==> src/rtl/core/bsre_pkg.sv <==
`timescale 1ns / 1ps

package bsre_pkg;

    // Sizing of the basis row and the fixed-point format
    localparam int MAX_CTRL   = 32;
    localparam int MAX_ORDER  = 7;
    localparam int FRAC_BITS  = 15;
    localparam int VAL_W      = FRAC_BITS + 1;
    localparam int KNOT_DEPTH = MAX_CTRL + MAX_ORDER + 1;
    localparam int ADDR_W     = $clog2(KNOT_DEPTH);
    localparam int ORDER_W    = 3;
    localparam int CTRL_W     = 5;
    localparam int KK_W       = 4;
    localparam int PROD_W     = 2 * VAL_W;
    localparam int TERM_W     = PROD_W + 2;
    localparam int CIDX_W     = 4;
    localparam int CDATA_W    = 8;

    localparam logic [VAL_W-1:0] ONE_FX  = {1'b1, {FRAC_BITS{1'b0}}};
    localparam logic [VAL_W-1:0] VAL_MAX = '1;

    // Register indexes of the configuration port
    localparam logic [CIDX_W-1:0] CFG_ORDER = CIDX_W'(0);
    localparam logic [CIDX_W-1:0] CFG_LAST  = CIDX_W'(1);

    // Scratch row write data select
    localparam logic [1:0] WSEL_IND  = 2'd0;
    localparam logic [1:0] WSEL_ZERO = 2'd1;
    localparam logic [1:0] WSEL_SUM  = 2'd2;

    typedef struct packed {
        logic              knot_we;
        logic [ADDR_W-1:0] knot_raddr;
        logic [ADDR_W-1:0] scr_raddr;
        logic              scr_we;
        logic [ADDR_W-1:0] scr_waddr;
        logic [1:0]        scr_wsel;
        logic              ld_t;
        logic              ld_kprev;
        logic              ld_end;
        logic              ld_ka;
        logic              ld_kb;
        logic              ld_kc;
        logic              ld_kd;
        logic              ld_b0;
        logic              ld_b1;
        logic              mul_e;
        logic              ld_prod;
        logic              div_start;
        logic              ld_d;
        logic              ld_e;
        logic              clr_d;
        logic              clr_e;
        logic              out_load;
        logic              out_last;
        logic [CTRL_W-1:0] out_index;
    } cmd_t;

    typedef struct packed {
        logic d_ok;
        logic e_ok;
        logic div_done;
        logic out_free;
    } sts_t;

endpackage

==> src/rtl/core/bsre_div.sv <==
`timescale 1ns / 1ps

module bsre_div (
    input  logic                       clk,
    input  logic                       rst_n,
    input  logic                       start,
    input  logic [bsre_pkg::PROD_W-1:0] dividend,
    input  logic [bsre_pkg::VAL_W-1:0]  divisor,
    output logic [bsre_pkg::PROD_W-1:0] quot,
    output logic                       done
);
    import bsre_pkg::*;

    localparam int CNT_W = $clog2(PROD_W);

    logic              busy_reg, busy_next;
    logic              done_reg, done_next;
    logic [CNT_W-1:0]  cnt_reg, cnt_next;
    logic [PROD_W-1:0] dvd_reg, dvd_next;
    logic [VAL_W-1:0]  rem_reg, rem_next;
    logic [VAL_W-1:0]  dvs_reg, dvs_next;
    logic [VAL_W:0]    rem_shift;
    logic [VAL_W:0]    diff;

    // One quotient bit per cycle, restoring
    always_comb
    begin
        busy_next = busy_reg;
        done_next = 1'b0;
        cnt_next  = cnt_reg;
        dvd_next  = dvd_reg;
        rem_next  = rem_reg;
        dvs_next  = dvs_reg;
        rem_shift = {rem_reg, dvd_reg[PROD_W-1]};
        diff      = rem_shift - {1'b0, dvs_reg};
        if (start)
        begin
            busy_next = 1'b1;
            cnt_next  = '0;
            dvd_next  = dividend;
            rem_next  = '0;
            dvs_next  = divisor;
        end
        else if (busy_reg)
        begin
            if (rem_shift >= {1'b0, dvs_reg})
            begin
                rem_next = diff[VAL_W-1:0];
                dvd_next = {dvd_reg[PROD_W-2:0], 1'b1};
            end
            else
            begin
                rem_next = rem_shift[VAL_W-1:0];
                dvd_next = {dvd_reg[PROD_W-2:0], 1'b0};
            end
            cnt_next = cnt_reg + CNT_W'(1);
            if (cnt_reg == CNT_W'(PROD_W - 1))
            begin
                busy_next = 1'b0;
                done_next = 1'b1;
            end
        end
    end

    always_ff @(posedge clk or negedge rst_n)
    begin
        if (!rst_n)
        begin
            busy_reg <= 1'b0;
            done_reg <= 1'b0;
            cnt_reg  <= '0;
        end
        else
        begin
            busy_reg <= busy_next;
            done_reg <= done_next;
            cnt_reg  <= cnt_next;
        end
    end

    always_ff @(posedge clk)
    begin
        dvd_reg <= dvd_next;
        rem_reg <= rem_next;
        dvs_reg <= dvs_next;
    end

    assign quot = dvd_reg;
    assign done = done_reg;

endmodule

==> src/rtl/core/bsre_dp.sv <==
`timescale 1ns / 1ps

module bsre_dp (
    input  logic                       clk,
    input  logic                       rst_n,
    input  bsre_pkg::cmd_t             cmd,
    input  logic [bsre_pkg::ADDR_W-1:0] knot_index,
    input  logic [bsre_pkg::VAL_W-1:0]  knot_value,
    input  logic [bsre_pkg::VAL_W-1:0]  param_t,
    input  logic                       m_ready,
    output bsre_pkg::sts_t             sts,
    output logic                       m_valid,
    output logic [bsre_pkg::CTRL_W-1:0] m_index,
    output logic [bsre_pkg::VAL_W-1:0]  m_value,
    output logic                       m_last
);
    import bsre_pkg::*;

    logic [VAL_W-1:0]  knot_mem [KNOT_DEPTH];
    logic [VAL_W-1:0]  scr_mem  [KNOT_DEPTH];
    logic [VAL_W-1:0]  knot_rdata_reg;
    logic [VAL_W-1:0]  scr_rdata_reg;
    logic [VAL_W-1:0]  scr_wdata;

    logic [VAL_W-1:0]  t_reg, kprev_reg, ka_reg, kb_reg, kc_reg, kd_reg;
    logic [VAL_W-1:0]  b0_reg, b1_reg;
    logic              end_reg;
    logic [PROD_W-1:0] prod_reg;
    logic [VAL_W-1:0]  den_reg;
    logic              neg_reg;
    logic [TERM_W-1:0] d_reg, e_reg;

    logic [VAL_W:0]    num_s, den_s;
    logic [VAL_W:0]    num_neg, den_neg;
    logic [VAL_W-1:0]  num_mag, den_mag, b_sel;
    logic [PROD_W-1:0] quot;
    logic              div_done;
    logic [TERM_W-1:0] term;
    logic [TERM_W:0]   sum;

    logic              out_valid_reg;
    logic [CTRL_W-1:0] out_index_reg;
    logic [VAL_W-1:0]  out_value_reg;
    logic              out_last_reg;

    logic [VAL_W-1:0]  ind_val;
    logic [VAL_W-1:0]  sum_clamped;

    bsre_div u_div (
        .clk      (clk),
        .rst_n    (rst_n),
        .start    (cmd.div_start),
        .dividend (prod_reg),
        .divisor  (den_reg),
        .quot     (quot),
        .done     (div_done)
    );

    // Order-one indicator over the span ending at the knot just read
    assign ind_val = ((t_reg >= kprev_reg) && (t_reg < knot_rdata_reg)) ? ONE_FX : '0;

    // Numerator and denominator of the selected term, then their magnitudes
    always_comb
    begin
        if (cmd.mul_e)
        begin
            num_s = {1'b0, kd_reg} - {1'b0, t_reg};
            den_s = {1'b0, kd_reg} - {1'b0, kb_reg};
            b_sel = b1_reg;
        end
        else
        begin
            num_s = {1'b0, t_reg} - {1'b0, ka_reg};
            den_s = {1'b0, kc_reg} - {1'b0, ka_reg};
            b_sel = b0_reg;
        end
        num_neg = -num_s;
        den_neg = -den_s;
        num_mag = num_s[VAL_W] ? num_neg[VAL_W-1:0] : num_s[VAL_W-1:0];
        den_mag = den_s[VAL_W] ? den_neg[VAL_W-1:0] : den_s[VAL_W-1:0];
    end

    // Signed quotient, truncated toward zero
    assign term = neg_reg ? (-{2'b00, quot}) : {2'b00, quot};

    // Sum both terms and clamp to the value range
    assign sum = {d_reg[TERM_W-1], d_reg} + {e_reg[TERM_W-1], e_reg};
    always_comb
    begin
        priority if (sum[TERM_W])
            sum_clamped = '0;
        else if (sum[TERM_W-1:VAL_W] != '0)
            sum_clamped = VAL_MAX;
        else
            sum_clamped = sum[VAL_W-1:0];
    end

    always_comb
    begin
        unique case (cmd.scr_wsel)
            WSEL_IND:  scr_wdata = ind_val;
            WSEL_SUM:  scr_wdata = sum_clamped;
            default:   scr_wdata = '0;
        endcase
    end

    // Knot store and scratch row, one write and one registered read each
    always_ff @(posedge clk)
    begin
        if (cmd.knot_we && ({1'b0, knot_index} < (ADDR_W+1)'(KNOT_DEPTH)))
            knot_mem[knot_index] <= knot_value;
        knot_rdata_reg <= knot_mem[cmd.knot_raddr];
    end

    always_ff @(posedge clk)
    begin
        if (cmd.scr_we)
            scr_mem[cmd.scr_waddr] <= scr_wdata;
        scr_rdata_reg <= scr_mem[cmd.scr_raddr];
    end

    // Operand and term registers
    always_ff @(posedge clk)
    begin
        if (cmd.ld_t)
            t_reg <= param_t;
        if (cmd.ld_kprev)
            kprev_reg <= knot_rdata_reg;
        if (cmd.ld_end)
            end_reg <= (t_reg == knot_rdata_reg);
        if (cmd.ld_ka)
            ka_reg <= knot_rdata_reg;
        if (cmd.ld_kb)
            kb_reg <= knot_rdata_reg;
        if (cmd.ld_kc)
            kc_reg <= knot_rdata_reg;
        if (cmd.ld_kd)
            kd_reg <= knot_rdata_reg;
        if (cmd.ld_b0)
            b0_reg <= scr_rdata_reg;
        if (cmd.ld_b1)
            b1_reg <= scr_rdata_reg;
        if (cmd.ld_prod)
        begin
            prod_reg <= num_mag * b_sel;
            den_reg  <= den_mag;
            neg_reg  <= num_s[VAL_W] ^ den_s[VAL_W];
        end
        if (cmd.clr_d)
            d_reg <= '0;
        else if (cmd.ld_d)
            d_reg <= term;
        if (cmd.clr_e)
            e_reg <= '0;
        else if (cmd.ld_e)
            e_reg <= term;
    end

    // Output register: hold the item until taken
    always_ff @(posedge clk or negedge rst_n)
    begin
        if (!rst_n)
            out_valid_reg <= 1'b0;
        else if (cmd.out_load)
            out_valid_reg <= 1'b1;
        else if (m_ready)
            out_valid_reg <= 1'b0;
    end

    always_ff @(posedge clk)
    begin
        if (cmd.out_load)
        begin
            out_index_reg <= cmd.out_index;
            out_last_reg  <= cmd.out_last;
            out_value_reg <= (cmd.out_last && end_reg) ? ONE_FX : scr_rdata_reg;
        end
    end

    assign sts.d_ok     = (b0_reg != '0) && (kc_reg != ka_reg);
    assign sts.e_ok     = (b1_reg != '0) && (kd_reg != kb_reg);
    assign sts.div_done = div_done;
    assign sts.out_free = !out_valid_reg || m_ready;

    assign m_valid = out_valid_reg;
    assign m_index = out_index_reg;
    assign m_value = out_value_reg;
    assign m_last  = out_last_reg;

endmodule

==> src/rtl/core/bsre_ctrl.sv <==
`timescale 1ns / 1ps

module bsre_ctrl (
    input  logic                        clk,
    input  logic                        rst_n,
    input  logic                        s_valid,
    input  logic                        s_func,
    output logic                        s_ready,
    input  logic                        cfg_valid,
    input  logic [bsre_pkg::CIDX_W-1:0]  cfg_index,
    input  logic [bsre_pkg::CDATA_W-1:0] cfg_data,
    output logic                        cfg_ready,
    input  bsre_pkg::sts_t              sts,
    output bsre_pkg::cmd_t              cmd
);
    import bsre_pkg::*;

    localparam int ST_W = 5;
    localparam logic [ST_W-1:0] ST_IDLE    = 5'd0;
    localparam logic [ST_W-1:0] ST_O_RD0   = 5'd1;
    localparam logic [ST_W-1:0] ST_O_FIRST = 5'd2;
    localparam logic [ST_W-1:0] ST_O_STEP  = 5'd3;
    localparam logic [ST_W-1:0] ST_O_TAIL  = 5'd4;
    localparam logic [ST_W-1:0] ST_R_RD0   = 5'd5;
    localparam logic [ST_W-1:0] ST_R_RD1   = 5'd6;
    localparam logic [ST_W-1:0] ST_R_RD2   = 5'd7;
    localparam logic [ST_W-1:0] ST_R_RD3   = 5'd8;
    localparam logic [ST_W-1:0] ST_R_RD4   = 5'd9;
    localparam logic [ST_W-1:0] ST_R_MUL1  = 5'd10;
    localparam logic [ST_W-1:0] ST_R_DS1   = 5'd11;
    localparam logic [ST_W-1:0] ST_R_DW1   = 5'd12;
    localparam logic [ST_W-1:0] ST_R_MUL2  = 5'd13;
    localparam logic [ST_W-1:0] ST_R_DS2   = 5'd14;
    localparam logic [ST_W-1:0] ST_R_DW2   = 5'd15;
    localparam logic [ST_W-1:0] ST_R_WB    = 5'd16;
    localparam logic [ST_W-1:0] ST_X_RD    = 5'd17;
    localparam logic [ST_W-1:0] ST_X_LD    = 5'd18;

    logic [ST_W-1:0]    state_reg, state_next;
    logic [ADDR_W-1:0]  i_reg, i_next;
    logic [KK_W-1:0]    kk_reg, kk_next;
    logic [ORDER_W-1:0] order_reg;
    logic [CTRL_W-1:0]  last_reg;

    logic [ADDR_W-1:0]  m_cnt;
    logic [ADDR_W-1:0]  i_plus1;
    logic [ADDR_W-1:0]  kk_ext;
    logic [ADDR_W:0]    next_reach;
    logic               row_end;

    assign m_cnt      = ADDR_W'(last_reg) + ADDR_W'(order_reg) + ADDR_W'(1);
    assign i_plus1    = i_reg + ADDR_W'(1);
    assign kk_ext     = ADDR_W'(kk_reg);
    assign next_reach = {1'b0, i_plus1} + {1'b0, kk_ext};
    assign row_end    = (i_reg == ADDR_W'(last_reg));

    assign s_ready   = (state_reg == ST_IDLE);
    assign cfg_ready = 1'b1;

    // Configuration registers
    always_ff @(posedge clk or negedge rst_n)
    begin
        if (!rst_n)
        begin
            order_reg <= ORDER_W'(3);
            last_reg  <= CTRL_W'(3);
        end
        else if (cfg_valid)
        begin
            priority if (cfg_index == CFG_ORDER)
                order_reg <= cfg_data[ORDER_W-1:0];
            else if (cfg_index == CFG_LAST)
                last_reg <= cfg_data[CTRL_W-1:0];
        end
    end

    // Sequence knot writes, the order-one pass, the recursion and the row readout
    always_comb
    begin
        cmd            = '0;
        cmd.knot_raddr = i_reg;
        cmd.scr_raddr  = i_reg;
        cmd.scr_waddr  = i_reg;
        cmd.scr_wsel   = WSEL_ZERO;
        cmd.out_index  = i_reg[CTRL_W-1:0];
        cmd.out_last   = row_end;
        state_next     = state_reg;
        i_next         = i_reg;
        kk_next        = kk_reg;
        unique case (state_reg)
            ST_IDLE:
            begin
                if (s_valid)
                begin
                    if (s_func)
                    begin
                        cmd.ld_t   = 1'b1;
                        state_next = ST_O_RD0;
                    end
                    else
                        cmd.knot_we = 1'b1;
                end
            end
            ST_O_RD0:
            begin
                cmd.knot_raddr = '0;
                i_next         = '0;
                state_next     = ST_O_FIRST;
            end
            ST_O_FIRST:
            begin
                cmd.ld_kprev   = 1'b1;
                cmd.knot_raddr = i_plus1;
                state_next     = ST_O_STEP;
            end
            ST_O_STEP:
            begin
                cmd.scr_we   = 1'b1;
                cmd.scr_wsel = WSEL_IND;
                cmd.ld_kprev = 1'b1;
                if (i_plus1 == m_cnt)
                begin
                    cmd.ld_end = 1'b1;
                    state_next = ST_O_TAIL;
                end
                else
                begin
                    i_next         = i_plus1;
                    cmd.knot_raddr = i_reg + ADDR_W'(2);
                end
            end
            ST_O_TAIL:
            begin
                cmd.scr_we    = 1'b1;
                cmd.scr_waddr = m_cnt;
                cmd.scr_wsel  = WSEL_ZERO;
                i_next        = '0;
                kk_next       = KK_W'(2);
                if (order_reg == '0)
                    state_next = ST_X_RD;
                else
                    state_next = ST_R_RD0;
            end
            ST_R_RD0:
            begin
                state_next = ST_R_RD1;
            end
            ST_R_RD1:
            begin
                cmd.ld_ka      = 1'b1;
                cmd.ld_b0      = 1'b1;
                cmd.knot_raddr = i_plus1;
                cmd.scr_raddr  = i_plus1;
                state_next     = ST_R_RD2;
            end
            ST_R_RD2:
            begin
                cmd.ld_kb      = 1'b1;
                cmd.ld_b1      = 1'b1;
                cmd.knot_raddr = i_reg + kk_ext - ADDR_W'(1);
                state_next     = ST_R_RD3;
            end
            ST_R_RD3:
            begin
                cmd.ld_kc      = 1'b1;
                cmd.knot_raddr = i_reg + kk_ext;
                state_next     = ST_R_RD4;
            end
            ST_R_RD4:
            begin
                cmd.ld_kd  = 1'b1;
                state_next = ST_R_MUL1;
            end
            ST_R_MUL1:
            begin
                if (sts.d_ok)
                begin
                    cmd.ld_prod = 1'b1;
                    state_next  = ST_R_DS1;
                end
                else
                begin
                    cmd.clr_d  = 1'b1;
                    state_next = ST_R_MUL2;
                end
            end
            ST_R_DS1:
            begin
                cmd.div_start = 1'b1;
                state_next    = ST_R_DW1;
            end
            ST_R_DW1:
            begin
                if (sts.div_done)
                begin
                    cmd.ld_d   = 1'b1;
                    state_next = ST_R_MUL2;
                end
            end
            ST_R_MUL2:
            begin
                cmd.mul_e = 1'b1;
                if (sts.e_ok)
                begin
                    cmd.ld_prod = 1'b1;
                    state_next  = ST_R_DS2;
                end
                else
                begin
                    cmd.clr_e  = 1'b1;
                    state_next = ST_R_WB;
                end
            end
            ST_R_DS2:
            begin
                cmd.div_start = 1'b1;
                state_next    = ST_R_DW2;
            end
            ST_R_DW2:
            begin
                if (sts.div_done)
                begin
                    cmd.ld_e   = 1'b1;
                    state_next = ST_R_WB;
                end
            end
            ST_R_WB:
            begin
                cmd.scr_we   = 1'b1;
                cmd.scr_wsel = WSEL_SUM;
                priority if (next_reach <= {1'b0, m_cnt})
                begin
                    i_next     = i_plus1;
                    state_next = ST_R_RD0;
                end
                else if (kk_reg <= KK_W'(order_reg))
                begin
                    i_next     = '0;
                    kk_next    = kk_reg + KK_W'(1);
                    state_next = ST_R_RD0;
                end
                else
                begin
                    i_next     = '0;
                    state_next = ST_X_RD;
                end
            end
            ST_X_RD:
            begin
                state_next = ST_X_LD;
            end
            ST_X_LD:
            begin
                if (sts.out_free)
                begin
                    cmd.out_load = 1'b1;
                    if (row_end)
                        state_next = ST_IDLE;
                    else
                    begin
                        i_next     = i_plus1;
                        state_next = ST_X_RD;
                    end
                end
            end
            default:
            begin
                state_next = ST_IDLE;
            end
        endcase
    end

    always_ff @(posedge clk or negedge rst_n)
    begin
        if (!rst_n)
        begin
            state_reg <= ST_IDLE;
            i_reg     <= '0;
            kk_reg    <= '0;
        end
        else
        begin
            state_reg <= state_next;
            i_reg     <= i_next;
            kk_reg    <= kk_next;
        end
    end

endmodule

==> src/rtl/core/bspline_basis_row_eval_top.sv <==
`timescale 1ns / 1ps

// B-spline basis row evaluator (Cox-de Boor recursion, unsigned Q1.15).
// Input channel s_*: tuser[0] selects the item kind. A write item (0) stores
// a knot. An evaluate item (1) carries t and yields the row N0..Nn on the
// output channel m_*, one item per basis index, tlast on index n.
// Config channel cfg_*: index 0 is the degree p, index 1 is the last control
// index n; cfg_ready is always high. Write it only while the block is idle.
// For an evaluate, with m = n + p + 1, the order-one pass fills scratch entries
// 0 to m - 1 and clears entry m; then come the recursion entries (the shared
// one-bit-per-cycle divider runs once per nonzero term, two terms per entry)
// and the readout. The input is not taken again until the last result of the
// row sits in the output register.
// Reset clears control state and loads p = 3, n = 3; the knot store and
// scratch row are not cleared and must be written before use.
// A stalled receiver holds the output register; the sequencer waits on it.
module bspline_basis_row_eval_top (
    input  logic        clk,
    input  logic        rst_n,
    input  logic        s_tvalid,
    output logic        s_tready,
    input  logic [39:0] s_tdata,   // knot_index[5:0], knot_value[21:6], param_t[37:22]
    input  logic [0:0]  s_tuser,   // func[0]
    output logic        m_tvalid,
    input  logic        m_tready,
    output logic [23:0] m_tdata,   // basis_index[4:0], basis_value[20:5]
    output logic        m_tlast,
    input  logic        cfg_valid,
    output logic        cfg_ready,
    input  logic [3:0]  cfg_index,
    input  logic [7:0]  cfg_data
);
    import bsre_pkg::*;

    cmd_t              cmd;
    sts_t              sts;
    logic [CTRL_W-1:0] m_index;
    logic [VAL_W-1:0]  m_value;

    bsre_ctrl u_ctrl (
        .clk       (clk),
        .rst_n     (rst_n),
        .s_valid   (s_tvalid),
        .s_func    (s_tuser[0]),
        .s_ready   (s_tready),
        .cfg_valid (cfg_valid),
        .cfg_index (cfg_index),
        .cfg_data  (cfg_data),
        .cfg_ready (cfg_ready),
        .sts       (sts),
        .cmd       (cmd)
    );

    bsre_dp u_dp (
        .clk        (clk),
        .rst_n      (rst_n),
        .cmd        (cmd),
        .knot_index (s_tdata[5:0]),
        .knot_value (s_tdata[21:6]),
        .param_t    (s_tdata[37:22]),
        .m_ready    (m_tready),
        .sts        (sts),
        .m_valid    (m_tvalid),
        .m_index    (m_index),
        .m_value    (m_value),
        .m_last     (m_tlast)
    );

    assign m_tdata = {3'b000, m_value, m_index};

endmodule

==> config.mk <==
export PLATFORM = sky130hd
export DESIGN_NAME = bspline_basis_row_eval_top
export DESIGN_NICKNAME = d
export VERILOG_FILES = /design/src/rtl/core/bsre_pkg.sv /design/src/rtl/core/bsre_div.sv /design/src/rtl/core/bsre_dp.sv /design/src/rtl/core/bsre_ctrl.sv /design/src/rtl/core/bspline_basis_row_eval_top.sv
export SDC_FILE = /design/constraint.sdc
export NUM_CORES = 2
export LEC_CHECK = 0
export BUFFER_PORTS_ARGS = -buffer_cell sky130_fd_sc_hd__clkbuf_2
export CAP_MARGIN = 20
export CELL_PAD_IN_SITES_DETAIL_PLACEMENT = 1
export CELL_PAD_IN_SITES_GLOBAL_PLACEMENT = 1
export CORE_MARGIN = 4
export CORE_UTILIZATION = 39
export DETAILED_ROUTE_END_ITERATION = 12
export PLACE_DENSITY = 0.63
export SLEW_MARGIN = 20
export SYNTH_ARGS = -nofsm -noshare
export SYNTH_HDL_FRONTEND = slang
export SYNTH_SLANG_ARGS = --single-unit
==> constraint.sdc <==
create_clock -name clk -period 11 [get_ports clk]
set_input_delay 0 -clock clk [delete_from_list [all_inputs] [get_ports clk]]
set_output_delay 0 -clock clk [all_outputs]
set_load 0.03 [all_outputs]
# Yosys cells after proc, flatten, opt, wreduce, memory -nomap -nowiden
# Memory sizes are Yosys's and may differ from the RTL's. A register that Yosys moved wholly into a read port is not among the register bits.
# Cells that the tools add are included.
# W data, S select, Z words.
[word_totals]
register_bits = 363
latchBits = 0
mem_bits_rw = 1280
mem_bits_ro = 0
in_bits = 58
out_inout_bits = 28
wordCells = 204
n_memories = 2
[mem_list]
columns = ["name", "depth", "word_bits", "rd", "rd_clocked_by_memory_dff", "wr", "line", "text"]
rows = [
  ["u_dp.knot_mem", 40, 16, 1, 1, 1, "bsre_dp.sv:19", "logic [VAL_W-1:0] knot_mem [KNOT_DEPTH];"],
  ["u_dp.scr_mem", 40, 16, 1, 1, 1, "bsre_dp.sv:20", "logic [VAL_W-1:0] scr_mem [KNOT_DEPTH];"],
]
[classes]
add_sub_neg = 18
n_mul = 1
div_mod_pow = 0
n_lt_le_gt_ge = 6
eq_ne = 36
shifts = 0
muxes = 82
n_bitwise = 2
n_reduce_logical = 28
[op_table]
columns = ["cell", "count"]
rows = [
  ["$mux W16", 7],
  ["$pmux W5 S19", 1],
  ["$sub A16 B16 Y17", 4],
  ["$mux W5", 13],
  ["$mux W32", 2],
  ["$mux W6", 7],
  ["$eq A5 B4 Y1 const B", 8],
  ["$mux W1", 40],
  ["$add A34 B34 Y35", 1],
  ["$mux W17", 2],
  ["$mux W34", 1],
  ["$neg A32 Y34", 1],
  ["$mul A16 B16 Y32", 1],
  ["$ne A16 B16 Y1", 2],
  ["$neg A16 Y16", 2],
  ["$pmux W16 S2", 1],
  ["$reduce_bool A16 Y1", 2],
  ["$pmux W6 S5", 1],
  ["$pmux W6 S4", 1],
  ["$eq A5 B3 Y1 const B", 4],
  ["$eq A5 B5 Y1 const B", 4],
  ["$reduce_bool A18 Y1", 1],
  ["$ge A17 B16 Y1", 1],
  ["$eq A16 B16 Y1", 1],
  ["44 further kinds", 65],
]

# Depth between registers and ports, before layout
[depth]
ltp_word = 6
mapped_depth = 39
depth_no_buf = 38

# By module
# A second synthesis with hierarchy kept.
[hier_totals]
cells_unflattened = 5381
area_unflattened_um2 = 81648.3
[modules_own_cells]
columns = ["mod", "n_inst", "cells_each", "area_each_um2", "seq_area_each_um2"]
rows = [
  ["bsre_dp", 1, 4668, 74804.2, 46469.6],
  ["bsre_div", 1, 338, 3829.9, 1936.9],
  ["bsre_ctrl", 1, 371, 2987.9, 580.6],
  ["bspline_basis_row_eval_top", 1, 4, 26.3, 0.0],
]

# Worst setup path after synthesis
# No wires, ideal clock.
[synth_path]
kind = "reg-to-reg"
from = "reg u_dp.t_reg[0]"
to = "reg u_dp.prod_reg[30] (data pin)"
setup_ns = 0.266
arrival_time_ns = 8.756
required_time_ns = 10.734
setup_slack_ns = 1.978
path_stages_with_launch = 35
n_path_buf = 2
period_less_slack_ns = 9.022
path_cell_list = "edfxtp_1 > ha_1 > fa_1 > nand2b_1 > a21boi_0 > o21ai_0 > a211oi_1 > o211ai_1 > a32oi_1 > a2111oi_0 > nor3_1 > buf_2 > a21oi_1 > xor2_1 > clkbuf_1 > nand2_1 > fa_1 > fa_1 > fa_1 > inv_1 > fa_1 > fa_1 > inv_1 > fa_1 > inv_1 > ha_1 > a211o_1 > nor3b_1 > a21oi_1 > o21ai_0 > a31oi_1 > a21o_1 > a41o_1 > o41ai_1 > xnor2_1"
[synth_via]
elab_chain_len = 5
elab_cells_between_ends = 6
cone_classes = "add/sub: 3; mul: 1; mux: 2"
[synth_lines]
columns = ["element", "line", "text"]
rows = [
  ["from (decl)", "bsre_dp.sv:25", "logic [VAL_W-1:0] t_reg, kprev_reg, ka_reg, kb_reg, kc_reg, kd_reg;"],
  ["from (signal assigned)", "bsre_dp.sv:126", "t_reg <= param_t;"],
  ["$sub A16 B16 Y17, on equally long branches", "bsre_dp.sv:73, bsre_dp.sv:67", ""],
  ["$mux W17 *", "bsre_dp.sv:65", "if (cmd.mul_e)"],
  ["$neg A16 Y16", "bsre_dp.sv:77", "num_neg = -num_s;"],
  ["$mux W16 *", "bsre_dp.sv:79", "num_mag = num_s[VAL_W] ? num_neg[VAL_W-1:0] : num_s[VAL_W-1:0];"],
  ["$mul A16 B16 Y32 *", "bsre_dp.sv:145", "prod_reg <= num_mag * b_sel;"],
  ["to (signal assigned)", "bsre_dp.sv:145", ""],
  ["to (decl)", "bsre_dp.sv:28", "logic [PROD_W-1:0] prod_reg;"],
]
# Mark *: on every way between the ends. The rest lies on a longest branch, timed or not.
# A chain may end at the register's enable or synchronous reset.

# Worst setup path in the final report
# Ends and elaborated chain as after synthesis.

==> results_dict.tcl <==
set metrics [dict create \
    netlist_instances 6183 \
    start_util_pct 39.3 \
    r2r-start "u_dp.t_reg[0]" \
    cpMostUsedCell "fa_1" \
    fin_ws_ns 1.03 \
    antenna_found_initial 7 \
    period_minus_slack_ns 9.97 \
    cts_max_path_buffers 3 \
    synth_top_cell_by_area "edfxtp_1" \
    grt_pass1_wl_um 341000 \
    core-area_um2 207000 \
    synth_seq_cells 1675 \
    r2r_end "u_dp.prod_reg[30]" \
    rows 167 \
    synth_area_leaders "edfxtp_1, mux4_2, fa_1" \
    r2r_setup_slack_ns 1.03 \
    slew_violations 0 \
    cp-end-kind "flop" \
    hold_viol_final 0 \
    worstSetupPathType "reg -> reg" \
    synth_ff_type "edfxtp_1" \
    die_w_um 465 \
    max_freq_ghz 0.100 \
    place_ws_ns 0.995 \
    grt_pass1_vias 54000 \
    worstRegToRegCells 34 \
    skew_ns 0.0748 \
    grt_max_degree 153 \
    setup-violations-final 0 \
    vias 50800 \
    setup_tns_ns 0 \
    fin_nets 6953 \
    hold_class "in -> reg" \
    slowest_delay_ns 0.58 \
    synth.most_common_cell "edfxtp_1" \
    synth_top_cell_area_share_pct 56.4 \
    max_slew_margin_pct 23.6 \
    slowest_stage "fa_1" \
    yosysSeqAreaShare_pct 60.2 \
    ys_async_sr_fraction_pct 1.85 \
    critPathMaxFanout 17 \
    routed_wl_um 226000 \
    ys.warnings.count 0 \
    cts.clk_slew.worst_paths_ns 0.06 \
    vias_per_cell 5.43 \
    grt_overflow_total 0 \
    reg_top3 "u_dp.knot_mem x640, u_dp.scr_mem x640" \
    worstPathBufferInverterCount 5 \
    dr.pass1.iters 5 \
    maxCapViolCount 0 \
    synth.distinct_cells 89 \
    postLayoutCellArea_um2 92700 \
    ios 86 \
    ant_nets 0 \
    cts_inserted_buffers 181 \
    numClockSinks 1675 \
    drt_iter0_drc 3711 \
    cp.arrival_ns 10.53 \
    grt.total_usage_pct 20.6 \
    timing.final.crit_share_pct 90.6 \
    hold_ws_ns 0.00578 \
    die_area_um2 216000 \
    worst_pin_slew_ns 1.12 \
    place_area_um2 85900 \
    clk_latency_ns 0.84 \
    wl_per_cell_um 24.1 \
    gp_congestion 0.864 \
    min_to "u_dp.knot_mem[24][3]" \
    cp_top_family "adder cells" \
    portBuffers 76 \
    ys_top_cells_by_count "edfxtp_1, nand2_1, nor2_1, inv_1, ha_1" \
    netlist_area_um2 81400 \
    syn_to_final_growth_pct 13.9 \
    hold_depth 3 \
    dpl.hpwl_um 147000 \
    status "finished, final reports clean" \
    cts_tree "built" \
    fp.dieH_um 465 \
    root_buffer "clkbuf_16" \
    synth_edf_count 1528 \
    htree_levels 4 \
    rsz0062_at_grt "no" \
    syn_area_per_cell_um2 13.2 \
    cp.required_ns 11.56 \
    drc 0 \
    drive_above_1_share_pct 12.4 \
    worstSetupStartpointType "flop" \
    crit_cells 34 \
    holdCritStartpoint "s_tdata[2]" \
]
==> cells by family (layout without fill, tap and decap cells) <==
logic type               count (synthesis)  count (layout)  share of synthesized area [%]
buffers and inverters                  660            1036                           3.18
other                                    2               7                        0.00923
XOR/XNOR                               210             210                           2.31
adder cells (fa/ha/maj)                482             482                           9.28
multiplexers                           380             380                           7.66
AND/OR/NAND/NOR                       1975            1975                           10.8
AO/OA/AOI/OAI                          799             799                           6.59
flip-flops                            1675            1675                           60.2
==> final cells by class <==
type / count / area [µm²]
diodes: 3 / 7.51
clock buffers: 231 / 4800
inverters: 397 / 1490
repair buffers: 308 / 2500
clock inverters: 100 / 1140
fillers: 21100 / 115000
well taps: 2788 / 3490
multi-input cells: 3850 / 30300
flip-flops and latches: 1675 / 49000
==> through the flow <==
step                      util [%]  cells
after floorplan                  -   6185
after global placement        41.4   8946
after detailed placement      41.4   8946
after CTS                     44.6   9340
after global routing          44.7   9350
final                         44.7   9352
==> routing by layer <==
metal,GRT usage (%),wire length [µm]
met1,28.0,99300
met2,35.2,111000
met3,2.58,9690
met4,5.33,5370
met5,0,13
==> worst register-to-register path, delay by kind of cell (launching register included) <==
family / cells / cell delay (ns)
AND/OR/NAND/NOR: 5 / 0.94
adder cells (fa/ha/maj): 9 / 4.02
AO/OA/AOI/OAI: 13 / 3.38
XOR/XNOR: 2 / 0.54
buffers and inverters: 5 / 0.46
flip-flops: 1 / 0.41
==> cell usage in the layout, fill, tap and decap left out, drive strengths merged, types with 28 or more instances in the layout <==
cell	Yosys	routed
nand2b	44	44
ha	279	279
nor2b	52	52
and2	58	58
dlygate4sd3	0	62
buf	80	169
edfxtp	1528	1528
a21oi	193	193
mux2i	167	167
a311oi	28	28
and3	87	87
nand4	30	30
clkinv	1	69
nand3	235	235
clkbuf	183	308
xnor2	119	119
a31oi	53	53
o21ai	133	133
mux4	192	192
o21a	30	30
inv	396	406
a21o	56	56
nor3	56	56
nor2	405	405
fa	203	203
a211oi	95	95
xor2	90	90
dfxtp	116	116
nand2	916	916
==> how the worst max path moves through the flow <==
stage                               from                 to  slack (ns)
final                      u_dp.t_reg[0]  u_dp.prod_reg[30]        1.03
after global routing      u_dp.kd_reg[1]  u_dp.prod_reg[30]        0.38
after CTS                  u_dp.t_reg[0]  u_dp.prod_reg[30]        0.94
after detailed placement   u_dp.t_reg[0]  u_dp.prod_reg[30]        0.99
after global placement     u_dp.t_reg[0]  u_dp.prod_reg[30]        1.10
after floorplan            u_dp.t_reg[0]  u_dp.prod_reg[30]        1.98
==> what timing repair did <==
item / in CTS / in global routing
hold buffers: 63 / 0
buffers inserted: 0 / 0
endpoints found under the hold margin: 385 / 0
gates resized for setup: 0 / 0
Power is left out: the tool's default activity adds up to more than one toggle a clock period on the data nets, which glitch-free logic cannot reach.
